File: config.mk
export PLATFORM = sky130hd
export DESIGN_NAME = running_statistics_accumulator_unit
export DESIGN_NICKNAME = d
export VERILOG_FILES = /design/src/rtl/core/rsa_pkg.sv /design/src/rtl/core/rsa_input_stage.sv /design/src/rtl/core/rsa_accum.sv /design/src/rtl/core/running_statistics_accumulator_unit.sv
export SDC_FILE = /design/constraint.sdc
export NUM_CORES = 2
export LEC_CHECK = 0
export BUFFER_PORTS_ARGS = -buffer_cell sky130_fd_sc_hd__buf_2
export CORE_MARGIN = 2
export CORE_UTILIZATION = 40
export DETAILED_ROUTE_END_ITERATION = 16
export SYNTH_ARGS = -nofsm -noshare
export SYNTH_HDL_FRONTEND = slang
export SYNTH_SLANG_ARGS = --single-unit
export TNS_END_PERCENT = 1
File: constraint.sdc
create_clock -name clk -period 7.1 [get_ports clk]
set_input_delay 1.775 -clock clk [delete_from_list [all_inputs] [get_ports clk]]
set_output_delay 1.775 -clock clk [all_outputs]
set_load 0.05 [all_outputs]
File: src/rtl/core/rsa_pkg.sv
// ----------------------------------------------------------------------------
// Running statistics accumulator package
// Shared constants and types for the accumulator core.
// ----------------------------------------------------------------------------
package rsa_pkg;

    // Width of the sum-of-squares accumulator.
    localparam int unsigned SQUARE_BITS = 48;

    // Sticky flags, one each for the sum, sum-of-squares and product accumulators.
    typedef struct packed {
        logic sum_ok;
        logic square_ok;
        logic product_ok;
    } ok_flags_t;

endpackage

File: src/rtl/core/rsa_input_stage.sv
// ----------------------------------------------------------------------------
// Running statistics input stage
// Registers the incoming sample together with its square.
// ----------------------------------------------------------------------------
module rsa_input_stage #(
    parameter int unsigned SAMPLE_BITS = 16
) (
    input  logic                            clk,
    input  logic                            rst_n,
    input  logic                            in_valid,
    output logic                            in_stall,
    input  logic signed [SAMPLE_BITS-1:0]   sample,
    input  logic                            advance,
    output logic                            hold_valid,
    output logic signed [SAMPLE_BITS-1:0]   hold_sample,
    output logic [2*SAMPLE_BITS-1:0]        hold_square
);

    logic                           valid_reg;
    logic                           valid_next;
    logic signed [SAMPLE_BITS-1:0]  sample_reg;
    logic [2*SAMPLE_BITS-1:0]       square_reg;
    logic [SAMPLE_BITS-1:0]         magnitude;
    logic                           accept;

    // The stage may refill in the same cycle that the accumulator takes it.
    assign in_stall = valid_reg && !advance;
    assign accept   = in_valid && !in_stall;

    // For the most negative sample the magnitude is exactly 2^(SAMPLE_BITS-1).
    assign magnitude = sample[SAMPLE_BITS-1] ? (~sample + 1'b1) : sample;

    always_comb
    begin
        valid_next = valid_reg;
        if (accept)
        begin
            valid_next = 1'b1;
        end
        else if (advance)
        begin
            valid_next = 1'b0;
        end
    end

    always_ff @(posedge clk or negedge rst_n)
    begin
        if (!rst_n)
        begin
            valid_reg <= 1'b0;
        end
        else
        begin
            valid_reg <= valid_next;
        end
    end

    always_ff @(posedge clk)
    begin
        if (accept)
        begin
            sample_reg <= sample;
            square_reg <= {{SAMPLE_BITS{1'b0}}, magnitude} * {{SAMPLE_BITS{1'b0}}, magnitude};
        end
    end

    assign hold_valid  = valid_reg;
    assign hold_sample = sample_reg;
    assign hold_square = square_reg;

endmodule

File: src/rtl/core/rsa_accum.sv
// ----------------------------------------------------------------------------
// Running statistics accumulators
// Updates count, extremes, sum, sum of squares and product once per sample;
// the accumulator registers double as the result register.
// ----------------------------------------------------------------------------
module rsa_accum #(
    parameter int unsigned SAMPLE_BITS  = 16,
    parameter int unsigned COUNT_BITS   = 24,
    parameter int unsigned SUM_BITS     = 32,
    parameter int unsigned PRODUCT_BITS = 64
) (
    input  logic                                clk,
    input  logic                                rst_n,
    input  logic                                item_valid,
    input  logic signed [SAMPLE_BITS-1:0]       item_sample,
    input  logic [2*SAMPLE_BITS-1:0]            item_square,
    output logic                                take,
    output logic                                out_valid,
    input  logic                                out_stall,
    output logic [COUNT_BITS-1:0]               count,
    output logic signed [SAMPLE_BITS-1:0]       minimum,
    output logic signed [SAMPLE_BITS-1:0]       maximum,
    output logic signed [SUM_BITS-1:0]          total,
    output logic [rsa_pkg::SQUARE_BITS-1:0]     square_total,
    output logic signed [PRODUCT_BITS-1:0]      running_product,
    output rsa_pkg::ok_flags_t                  flags
);

    localparam int unsigned SQ_BITS   = rsa_pkg::SQUARE_BITS;
    localparam int unsigned SUM_WIDE  = ((SUM_BITS > SAMPLE_BITS) ? SUM_BITS : SAMPLE_BITS) + 1;
    localparam int unsigned SQ_WIDE   = ((SQ_BITS > 2 * SAMPLE_BITS) ? SQ_BITS
                                         : 2 * SAMPLE_BITS) + 1;
    localparam int unsigned PROD_WIDE = PRODUCT_BITS + SAMPLE_BITS;

    logic                               out_valid_reg;
    logic                               out_valid_next;
    logic [COUNT_BITS-1:0]              count_reg;
    logic [COUNT_BITS-1:0]              count_next;
    logic signed [SAMPLE_BITS-1:0]      min_reg;
    logic signed [SAMPLE_BITS-1:0]      min_next;
    logic signed [SAMPLE_BITS-1:0]      max_reg;
    logic signed [SAMPLE_BITS-1:0]      max_next;
    logic signed [SUM_BITS-1:0]         sum_reg;
    logic signed [SUM_BITS-1:0]         sum_next;
    logic [SQ_BITS-1:0]                 square_reg;
    logic [SQ_BITS-1:0]                 square_next;
    logic signed [PRODUCT_BITS-1:0]     product_reg;
    logic signed [PRODUCT_BITS-1:0]     product_next;
    rsa_pkg::ok_flags_t                 flags_reg;
    rsa_pkg::ok_flags_t                 flags_next;

    logic signed [SUM_WIDE-1:0]         sum_full;
    logic [SQ_WIDE-1:0]                 square_full;
    logic signed [PROD_WIDE-1:0]        product_full;
    logic                               sum_over;
    logic                               square_over;
    logic                               product_over;

    assign take = item_valid && (!out_valid_reg || !out_stall);

    // Exact results at full width; an overflow shows as high bits that are not a
    // plain extension of the result's sign bit (for the unsigned square: any high bit set).
    assign sum_full = {{(SUM_WIDE - SUM_BITS){sum_reg[SUM_BITS-1]}}, sum_reg}
                    + {{(SUM_WIDE - SAMPLE_BITS){item_sample[SAMPLE_BITS-1]}}, item_sample};
    assign sum_over = !((&sum_full[SUM_WIDE-1:SUM_BITS-1])
                        || !(|sum_full[SUM_WIDE-1:SUM_BITS-1]));

    assign square_full = {{(SQ_WIDE - SQ_BITS){1'b0}}, square_reg}
                       + {{(SQ_WIDE - 2 * SAMPLE_BITS){1'b0}}, item_square};
    assign square_over = |square_full[SQ_WIDE-1:SQ_BITS];

    assign product_full = PROD_WIDE'(product_reg) * PROD_WIDE'(item_sample);
    assign product_over = !((&product_full[PROD_WIDE-1:PRODUCT_BITS-1])
                            || !(|product_full[PROD_WIDE-1:PRODUCT_BITS-1]));

    always_comb
    begin
        out_valid_next = out_valid_reg;
        count_next     = count_reg;
        min_next       = min_reg;
        max_next       = max_reg;
        sum_next       = sum_reg;
        square_next    = square_reg;
        product_next   = product_reg;
        flags_next     = flags_reg;

        if (take)
        begin
            out_valid_next = 1'b1;
        end
        else if (!out_stall)
        begin
            out_valid_next = 1'b0;
        end

        if (take)
        begin
            if (!(&count_reg))
            begin
                count_next = count_reg + 1'b1;
            end
            if (item_sample < min_reg)
            begin
                min_next = item_sample;
            end
            if (item_sample > max_reg)
            begin
                max_next = item_sample;
            end

            // Once a flag has dropped, its accumulator stays frozen.
            if (flags_reg.sum_ok)
            begin
                if (sum_over)
                begin
                    flags_next.sum_ok = 1'b0;
                    sum_next = sum_full[SUM_WIDE-1]
                             ? {1'b1, {(SUM_BITS-1){1'b0}}}
                             : {1'b0, {(SUM_BITS-1){1'b1}}};
                end
                else
                begin
                    sum_next = sum_full[SUM_BITS-1:0];
                end
            end

            if (flags_reg.square_ok)
            begin
                if (square_over)
                begin
                    flags_next.square_ok = 1'b0;
                    square_next = {SQ_BITS{1'b1}};
                end
                else
                begin
                    square_next = square_full[SQ_BITS-1:0];
                end
            end

            if (flags_reg.product_ok)
            begin
                if (product_over)
                begin
                    flags_next.product_ok = 1'b0;
                    product_next = product_full[PROD_WIDE-1]
                                 ? {1'b1, {(PRODUCT_BITS-1){1'b0}}}
                                 : {1'b0, {(PRODUCT_BITS-1){1'b1}}};
                end
                else
                begin
                    product_next = product_full[PRODUCT_BITS-1:0];
                end
            end
        end
    end

    always_ff @(posedge clk or negedge rst_n)
    begin
        if (!rst_n)
        begin
            out_valid_reg <= 1'b0;
            count_reg     <= '0;
            min_reg       <= {1'b0, {(SAMPLE_BITS-1){1'b1}}};
            max_reg       <= {1'b1, {(SAMPLE_BITS-1){1'b0}}};
            sum_reg       <= '0;
            square_reg    <= '0;
            product_reg   <= {{(PRODUCT_BITS-1){1'b0}}, 1'b1};
            flags_reg     <= '{sum_ok: 1'b1, square_ok: 1'b1, product_ok: 1'b1};
        end
        else
        begin
            out_valid_reg <= out_valid_next;
            count_reg     <= count_next;
            min_reg       <= min_next;
            max_reg       <= max_next;
            sum_reg       <= sum_next;
            square_reg    <= square_next;
            product_reg   <= product_next;
            flags_reg     <= flags_next;
        end
    end

    assign out_valid       = out_valid_reg;
    assign count           = count_reg;
    assign minimum         = min_reg;
    assign maximum         = max_reg;
    assign total           = sum_reg;
    assign square_total    = square_reg;
    assign running_product = product_reg;
    assign flags           = flags_reg;

`ifndef NO_ASSERTIONS
    // Every shown result follows at least one sample, so the extremes are ordered.
    assert property (@(posedge clk) disable iff (!rst_n)
        out_valid_reg |-> (min_reg <= max_reg))
        else $error("minimum exceeds maximum in a shown result");

    assert property (@(posedge clk) disable iff (!rst_n)
        (take && !(&count_reg)) |=> (count_reg == $past(count_reg) + 1'b1))
        else $error("sample count did not advance on a transfer");

    assert property (@(posedge clk) disable iff (!rst_n)
        !take |=> ($stable(count_reg) && $stable(sum_reg) && $stable(product_reg)))
        else $error("accumulators changed without a transfer");

    assert property (@(posedge clk) disable iff (!rst_n)
        !flags_reg.sum_ok |=> (!flags_reg.sum_ok && $stable(sum_reg)))
        else $error("sum resumed after overflow");

    assert property (@(posedge clk) disable iff (!rst_n)
        !flags_reg.product_ok |=> (!flags_reg.product_ok && $stable(product_reg)))
        else $error("product resumed after overflow");

    assert property (@(posedge clk) disable iff (!rst_n)
        (out_valid_reg && out_stall) |=> (out_valid_reg && $stable(square_reg)))
        else $error("stalled result was dropped or changed");
`endif

endmodule

File: src/rtl/core/running_statistics_accumulator_unit.sv
// ----------------------------------------------------------------------------
// Running statistics accumulator unit
// Count, minimum, maximum, sum, sum of squares and product over a stream.
// ----------------------------------------------------------------------------
// The unit takes one signed sample per clock when not stalled and returns
// one result per sample holding all statistics after that sample. A sample
// passes through an input register (where its square is formed) and the
// accumulator registers, which also serve as the result register, so its
// result is presented straight from the accumulator registers once they
// have taken it. Throughput is one sample per cycle while out_stall stays
// low; it is set by the product loop, where the running product is multiplied
// by the sample, checked and saturated combinationally before it is registered.
// Sum, sum of squares and product each saturate on overflow, clear their *_ok
// flag and then hold until reset. Minimum and maximum are only meaningful once
// count is nonzero, which is true of every result.
module running_statistics_accumulator_unit #(
    parameter int unsigned SAMPLE_BITS  = 16,
    parameter int unsigned COUNT_BITS   = 24,
    parameter int unsigned SUM_BITS     = 32,
    parameter int unsigned PRODUCT_BITS = 64
) (
    input  logic                                clk,
    input  logic                                rst_n,
    input  logic                                in_valid,
    output logic                                in_stall,
    input  logic signed [SAMPLE_BITS-1:0]       sample,
    output logic                                out_valid,
    input  logic                                out_stall,
    output logic [COUNT_BITS-1:0]               count,
    output logic signed [SAMPLE_BITS-1:0]       minimum,
    output logic signed [SAMPLE_BITS-1:0]       maximum,
    output logic signed [SUM_BITS-1:0]          total,
    output logic                                total_ok,
    output logic [rsa_pkg::SQUARE_BITS-1:0]     square_total,
    output logic                                square_total_ok,
    output logic signed [PRODUCT_BITS-1:0]      running_product,
    output logic                                running_product_ok
);

    logic                           hold_valid;
    logic signed [SAMPLE_BITS-1:0]  hold_sample;
    logic [2*SAMPLE_BITS-1:0]       hold_square;
    logic                           advance;
    rsa_pkg::ok_flags_t             flags;

    rsa_input_stage #(
        .SAMPLE_BITS (SAMPLE_BITS)
    ) u_input (
        .clk         (clk),
        .rst_n       (rst_n),
        .in_valid    (in_valid),
        .in_stall    (in_stall),
        .sample      (sample),
        .advance     (advance),
        .hold_valid  (hold_valid),
        .hold_sample (hold_sample),
        .hold_square (hold_square)
    );

    rsa_accum #(
        .SAMPLE_BITS  (SAMPLE_BITS),
        .COUNT_BITS   (COUNT_BITS),
        .SUM_BITS     (SUM_BITS),
        .PRODUCT_BITS (PRODUCT_BITS)
    ) u_accum (
        .clk             (clk),
        .rst_n           (rst_n),
        .item_valid      (hold_valid),
        .item_sample     (hold_sample),
        .item_square     (hold_square),
        .take            (advance),
        .out_valid       (out_valid),
        .out_stall       (out_stall),
        .count           (count),
        .minimum         (minimum),
        .maximum         (maximum),
        .total           (total),
        .square_total    (square_total),
        .running_product (running_product),
        .flags           (flags)
    );

    assign total_ok           = flags.sum_ok;
    assign square_total_ok    = flags.square_ok;
    assign running_product_ok = flags.product_ok;

endmodule
After elaboration in Yosys (flattened, before gate mapping) --
Index checks and enable logic that the tools add are counted.
Operators by class: add/subtract/negate cells 4, $mul 2, divide/modulo/power cells 0, $lt $le $gt $ge 2, equality and inequality tests 1, shift-type cells 0, multiplexer cells 16, bitwise operators 2, reductions and logical operators 24
Operators with widths (number):
- 2-to-1 mux 64 bit | 2
- multiplier 64 x 16 -> 80 bit | 1
- 2-to-1 mux 32 bit | 2
- adder 48 x 32 -> 49 bit | 1
- 2-to-1 mux 48 bit | 1
- adder 32 x 16 -> 33 bit | 1
- multiplier 16 x 16 -> 32 bit | 1
- adder 24 x 1 -> 24 bit (second input constant) | 1
- AND reduction 24 bit | 1
- AND reduction 17 bit | 1
- OR reduction 17 bit | 1
- adder 16 x 1 -> 16 bit (second input constant) | 1
- greater-than comparator 16 bit | 1
- less-than comparator 16 bit | 1
- 2-to-1 mux 16 bit | 1
- inverter 16 bit | 1
- AND reduction 2 bit | 7
- 2-to-1 mux 1 bit | 10
- zero test 1 bit | 6
- logical AND 1 bit | 3
- logical OR 1 bit | 3
- inequality test 2 x 1 -> 1 bit (second input constant) | 1
- nonzero test 2 bit | 1
- OR reduction 2 bit | 1
- inverter 1 bit | 1
Storage, ports and cells: flip-flop bits (word level) 253, bits in latches 0, bits in writable memories 0, ROM bits 0, output and inout bits 205, word-level logic and storage cells 64, memories 0

Depth between registers and ports, before layout --
depth in word-level cells 8, gate-level depth with buffers 36, depth with buffers taken out 33

By module --
From an unflattened synthesis, not the netlist that was laid out.
Unflattened totals: cells, all modules 6240, area total of the unflattened synthesis 55533.3 µm²
By module, submodules not included:
- rsa_accum | instances 1, cells an instance 5344, area each 46812.4 µm², sequential area each 5129.9 µm²
- rsa_input_stage | instances 1, cells an instance 896, area each 8720.9 µm², sequential area each 1406.3 µm²

Worst setup path after synthesis --
OpenSTA, ideal clock, no wires.
path kind input port to flip-flop, start point input port sample[0], end point register u_input.square_reg[30] (netlist: u_input.hold_square[30]) (data pin), library setup time 0.265 ns, data arrival time 9.362 ns, required time 6.835 ns, path slack -2.527 ns, cell stages on the path 35, path through clkbuf_1 > inv_1 > clkbuf_1 > ha_1 > nand2b_1 > nand2b_1 > o21ai_0 > xnor2_1 > inv_1 > clkbuf_1 > nor2_1 > fa_1 > inv_1 > fa_1 > inv_1 > fa_1 > inv_1 > fa_1 > inv_1 > fa_1 > inv_1 > fa_1 > inv_1 > ha_1 > a21o_1 > a21oi_1 > o21bai_1 > o311a_1 > o31a_1 > o21ai_0 > o211ai_1 > a31o_2 > a21oi_1 > o21ai_0 > xor2_1
Between the ends: longest elaborated chain between the ends 4
RTL lines:
- from (decl) | RTL line running_statistics_accumulator_unit.sv:26 | input logic signed [SAMPLE_BITS-1:0] sample,
- inverter 16 bit | RTL line rsa_input_stage.sv:31 | assign magnitude = sample[SAMPLE_BITS-1] ? (~sample + 1'b1) : sample;
- adder 16 x 1 -> 16 bit | RTL line rsa_input_stage.sv:31
- 2-to-1 mux 16 bit * | RTL line rsa_input_stage.sv:31
- multiplier 16 x 16 -> 32 bit * | RTL line rsa_input_stage.sv:63 | square_reg <= {{SAMPLE_BITS{1'b0}}, magnitude} * {{SAMPLE_BITS{1'b0}}, magnitude};
- to (signal assigned) | RTL line rsa_input_stage.sv:63
- to (decl) | RTL line rsa_input_stage.sv:22 | logic [2*SAMPLE_BITS-1:0] square_reg;
Mark *: on every way between the ends. The rest lies on a longest branch, timed or not. A chain may end at the register's enable or synchronous reset.

Final worst setup path --
start point input port sample[4], end point register u_input.square_reg[28] (netlist: u_input.hold_square[28]) (data pin)
The elaborated chain is that of the path after synthesis.

==> metrics.md <==
| Metric | Value |
|---|---|
| Tcrit/Tclk final | `1.18` |
| Headroom to the max-slew limit | `0.222` |
| DP Worst Slack | `-2.30 ns` |
| Failing checks | `setup timing` |
| Yosys reg bits | `251` |
| Post-CTS Hold Buffers | `0` |
| Largest net degree at the start of global routing | `108` |
| Overflow after GRT | `0` |
| # setup viols final | `86` |
| Non-Filler Instances | `8961` |
| Crit path DAT | `8.75 ns` |
| Max-cap violations | `0` |
| Leakage | `34.7 nW` |
| TritonCTS buffer count | `36` |
| Total core area | `137000 sq um` |
| Min Tclk post-route | `8.41 ns` |
| Ys async rst share | `0.817` |
| CTS Buffer Depth | `3` |
| Max Clock Freq | `0.119 GHz` |
| Placer congestion estimate | `0.917` |
| Gr usage total | `0.241` |
| Slew Limit Fails | `0` |
| Later-pin clock latency in the skew report | `0.61 ns` |
| PortBufs | `224` |
| Library cells used by synthesis | `99` |
| Number of flops mapped to enable cells by yosys | `46` |
| Syn. warnings | `0` |
| TritonCTS clock tree | `yes` |
| Skew final | `0.0229 ns` |
| Max H-tree Level | `2` |
| Worst-path clk slew | `0.06 ns` |
| Total wire length | `165000 um` |
| Top-Level Pins | `225` |
| Number of antenna violations at the first check in global routing | `3` |
| Post-Syn Instances | `6269` |
| Number of detailed-route iterations in the first pass | `5` |
| Die Wd | `376 um` |
| Crit path required time | `7.43 ns` |
| Worst Hold Class | `reg2reg` |
| Status | `finished, violations left` |
| Post-Syn Area | `55300 sq um` |
| DP HPWL | `139000 um` |
| Pwr dens | `256 nW/um^2` |
| Initial core utilization | `0.403` |
| Final Hold Violating Endpoints | `0` |
| Total power | `0.0171 W` |
| CTS Root Cell | `clkbuf_16` |
| RSZ-0062 raised after global routing | `true` |
| Vias in the first global route | `48.8k` |
| Detailed Route Iter0 Violations | `2569` |
| Kind of critical path | `in2reg` |
| Mean Syn Cell Area | `8.82 sq um` |
| Routed vias | `44.9k` |
| Residual DRC | `0` |
| Die height | `376 um` |
| Max reg flops | `64` |
| P&R area growth vs syn | `21.2%` |
| Die ar. | `141000 sq um` |
| Worst slew pin tran | `1.17 ns` |
| ANT nets after route | `0` |
| Post-DR vias/cell | `5.01` |
| Num Clock Sinks | `251` |
| Register area share after synthesis | `0.118` |
| Cell count after placement | `8883` |
| Share of layout cells above drive strength 1 | `0.191` |
| Max VDD drop | `874 uV` |
| # rows | `136` |
| NumNets Final | `8624` |
| Worst setup EP type | `flip-flop` |
| First-pass GRT wire length | `270000 um` |
| WL per Instance | `18.4 um` |
| Crit start category | `input port` |
| Synth Flop Type | `dfrtp_1` |
| FILL cells | `13.0k` |
| Critical-path maximum fanout | `3` |
| PnR worst setup slack | `-1.31 ns` |
timing repair:
item                                    4_1_cts  5_1_grt
endpoints found under the setup margin       87       88
pin swaps                                    46       24
setup buffers                                 4        3
resized for setup                            87       40
logic make-up (layout without fill, tap and decap cells):
kind of cell | after synthesis | in the layout | synth area share
mux | 22 | 22 | 0.00441
other cells | 2 | 17 | 0.000136
buf+inv | 1714 | 2597 | 0.118
compound gates | 740 | 740 | 0.0873
xor+xnor | 202 | 202 | 0.0321
fa+ha+maj | 1471 | 1471 | 0.482
flops | 251 | 251 | 0.118
simple gates | 1867 | 1867 | 0.158
power by group:
| part | switching [W] | leakage (nW) | internal (W) | total (W) |
|---|---|---|---|---|
| Combinational | 0.00665 | 30.9 | 0.00603 | 0.0127 |
| Sequential | 0.000187 | 3.18 | 0.00214 | 0.00233 |
| Clock | 0.000821 | 0.647 | 0.00129 | 0.00211 |
| Total | 0.00766 | 34.7 | 0.00946 | 0.0171 |
layer usage:
layer,global-route usage,share of wire,vias to the layer above
li1,-,-,20788
met1,0.326,0.44,22892
met2,0.413,0.48,1014
met3,0.0284,0.047,209
met4,0.0602,0.026,0
met5,0,0,-
through the flow:
stage,TNS [ns],instance area (sq um),util,hold slack [ns]
2_1_floorplan,-53.34,55500,-,0.498
3_3_place_gp,-91.69,65100,0.474,0.474
3_5_place_dp,-95.35,65100,0.474,0.482
4_1_cts,-60.84,66800,0.486,0.494
5_1_grt,-87.26,67000,0.488,0.498
6_report,-61.15,67000,0.488,0.496
cells in the final DEF (no fill, tap or decap), types with 9 or more instances in the layout:
master	synthesis	layout
inv_1	1414	1407
fa_1	1099	1098
nand2_1	914	906
buf_4	2	819
ha_1	371	364
and2_1	363	362
nor2_1	286	275
buf_2	28	223
dfrtp_1	185	182
a21oi_1	191	173
o21ai_0	173	155
xnor2_1	131	127
a21o_1	76	76
xor2_1	70	67
buf_12	0	61
nand4_1	56	56
edfxtp_1	46	46
nor3_1	44	42
nand2b_1	44	42
clkbuf_16	0	36
nand3_1	35	35
o21ai_1	21	34
a221o_1	31	31
a31oi_1	30	30
o21bai_1	28	27
o21a_1	27	26
nor2b_1	25	23
dfstp_2	20	20
a211oi_1	25	19
mux2_2	19	19
and3_1	18	18
a21oi_2	0	16
o211ai_1	15	15
or2_2	15	14
or3_1	15	13
nor4_1	15	13
conb_1	2	12
o31ai_1	13	10
nor2_2	0	9
critical path, cell delays in order:
cell and delay (ns):
buf_2 0.12, nor4_4 0.33, nand2_2 0.14, or3_4 0.43, o31ai_4 0.28, xor2_2 0.26
clkinv_2 0.13, nand2_2 0.10, fa_1 0.41, inv_1 0.08, fa_1 0.43, fa_1 0.46
fa_1 0.51, inv_1 0.05, fa_1 0.46, fa_1 0.50, inv_1 0.06, ha_4 0.21
and2_1 0.17, o21bai_1 0.18, o311a_1 0.36, o31a_1 0.28, o21ai_2 0.19, o211ai_1 0.14
a31o_2 0.30, a21oi_4 0.14, o21ai_1 0.08, xor2_1 0.14
area by class of cell:
| cell class | instances | area (sq um) | share of cell area |
|---|---|---|---|
| multi-input combinational | 4314 | 42900 | 0.641 |
| timing repair buffer | 1113 | 8620 | 0.129 |
| sequential | 251 | 6540 | 0.0976 |
| inverter | 1418 | 5330 | 0.0795 |
| tap | 1794 | 2240 | 0.0335 |
| clock buffer | 46 | 988 | 0.0148 |
| clock inverter | 20 | 352 | 0.00525 |
| antenna | 5 | 12.5 | 0.000187 |
cell usage after synthesis, types with 18 or more instances:
library cell	n	area, sq um
a211oi_1	25	188
a21o_1	76	571
a21oi_1	191	956
a221o_1	31	310
a31oi_1	30	188
and2_1	363	2270
and3_1	18	113
buf_2	28	140
clkbuf_1	260	976
dfrtp_1	185	4630
dfstp_2	20	526
edfxtp_1	46	1380
fa_1	1099	22000
ha_1	371	4640
inv_1	1414	5310
mux2_2	19	214
nand2_1	914	3430
nand2b_1	44	275
nand3_1	35	175
nand4_1	56	350
nor2_1	286	1070
nor2b_1	25	156
nor3_1	44	220
o21a_1	27	203
o21ai_0	173	866
o21ai_1	21	105
o21bai_1	28	210
xnor2_1	131	1150
xor2_1	70	613
worst paths after layout:
path | slack (ns) | end | cells after the start | startpoint
min | 0.50 | u_accum.count[4] | 1 | u_accum.count[4]
max reg2reg | -0.84 | u_accum.running_product[4] | 29 | u_input.hold_sample[5]
min reg2reg | 0.50 | u_accum.count[4] | 1 | u_accum.count[4]
max | -1.31 | u_input.hold_square[28] | 28 | sample[4]
min in group asynchronous | 1.20 | u_accum.square_total[31] | 1 | rst_n
max in group asynchronous | 4.56 | u_accum.running_product[20] | 2 | rst_n
No activity file was read; power rests on OpenSTA's default activity.
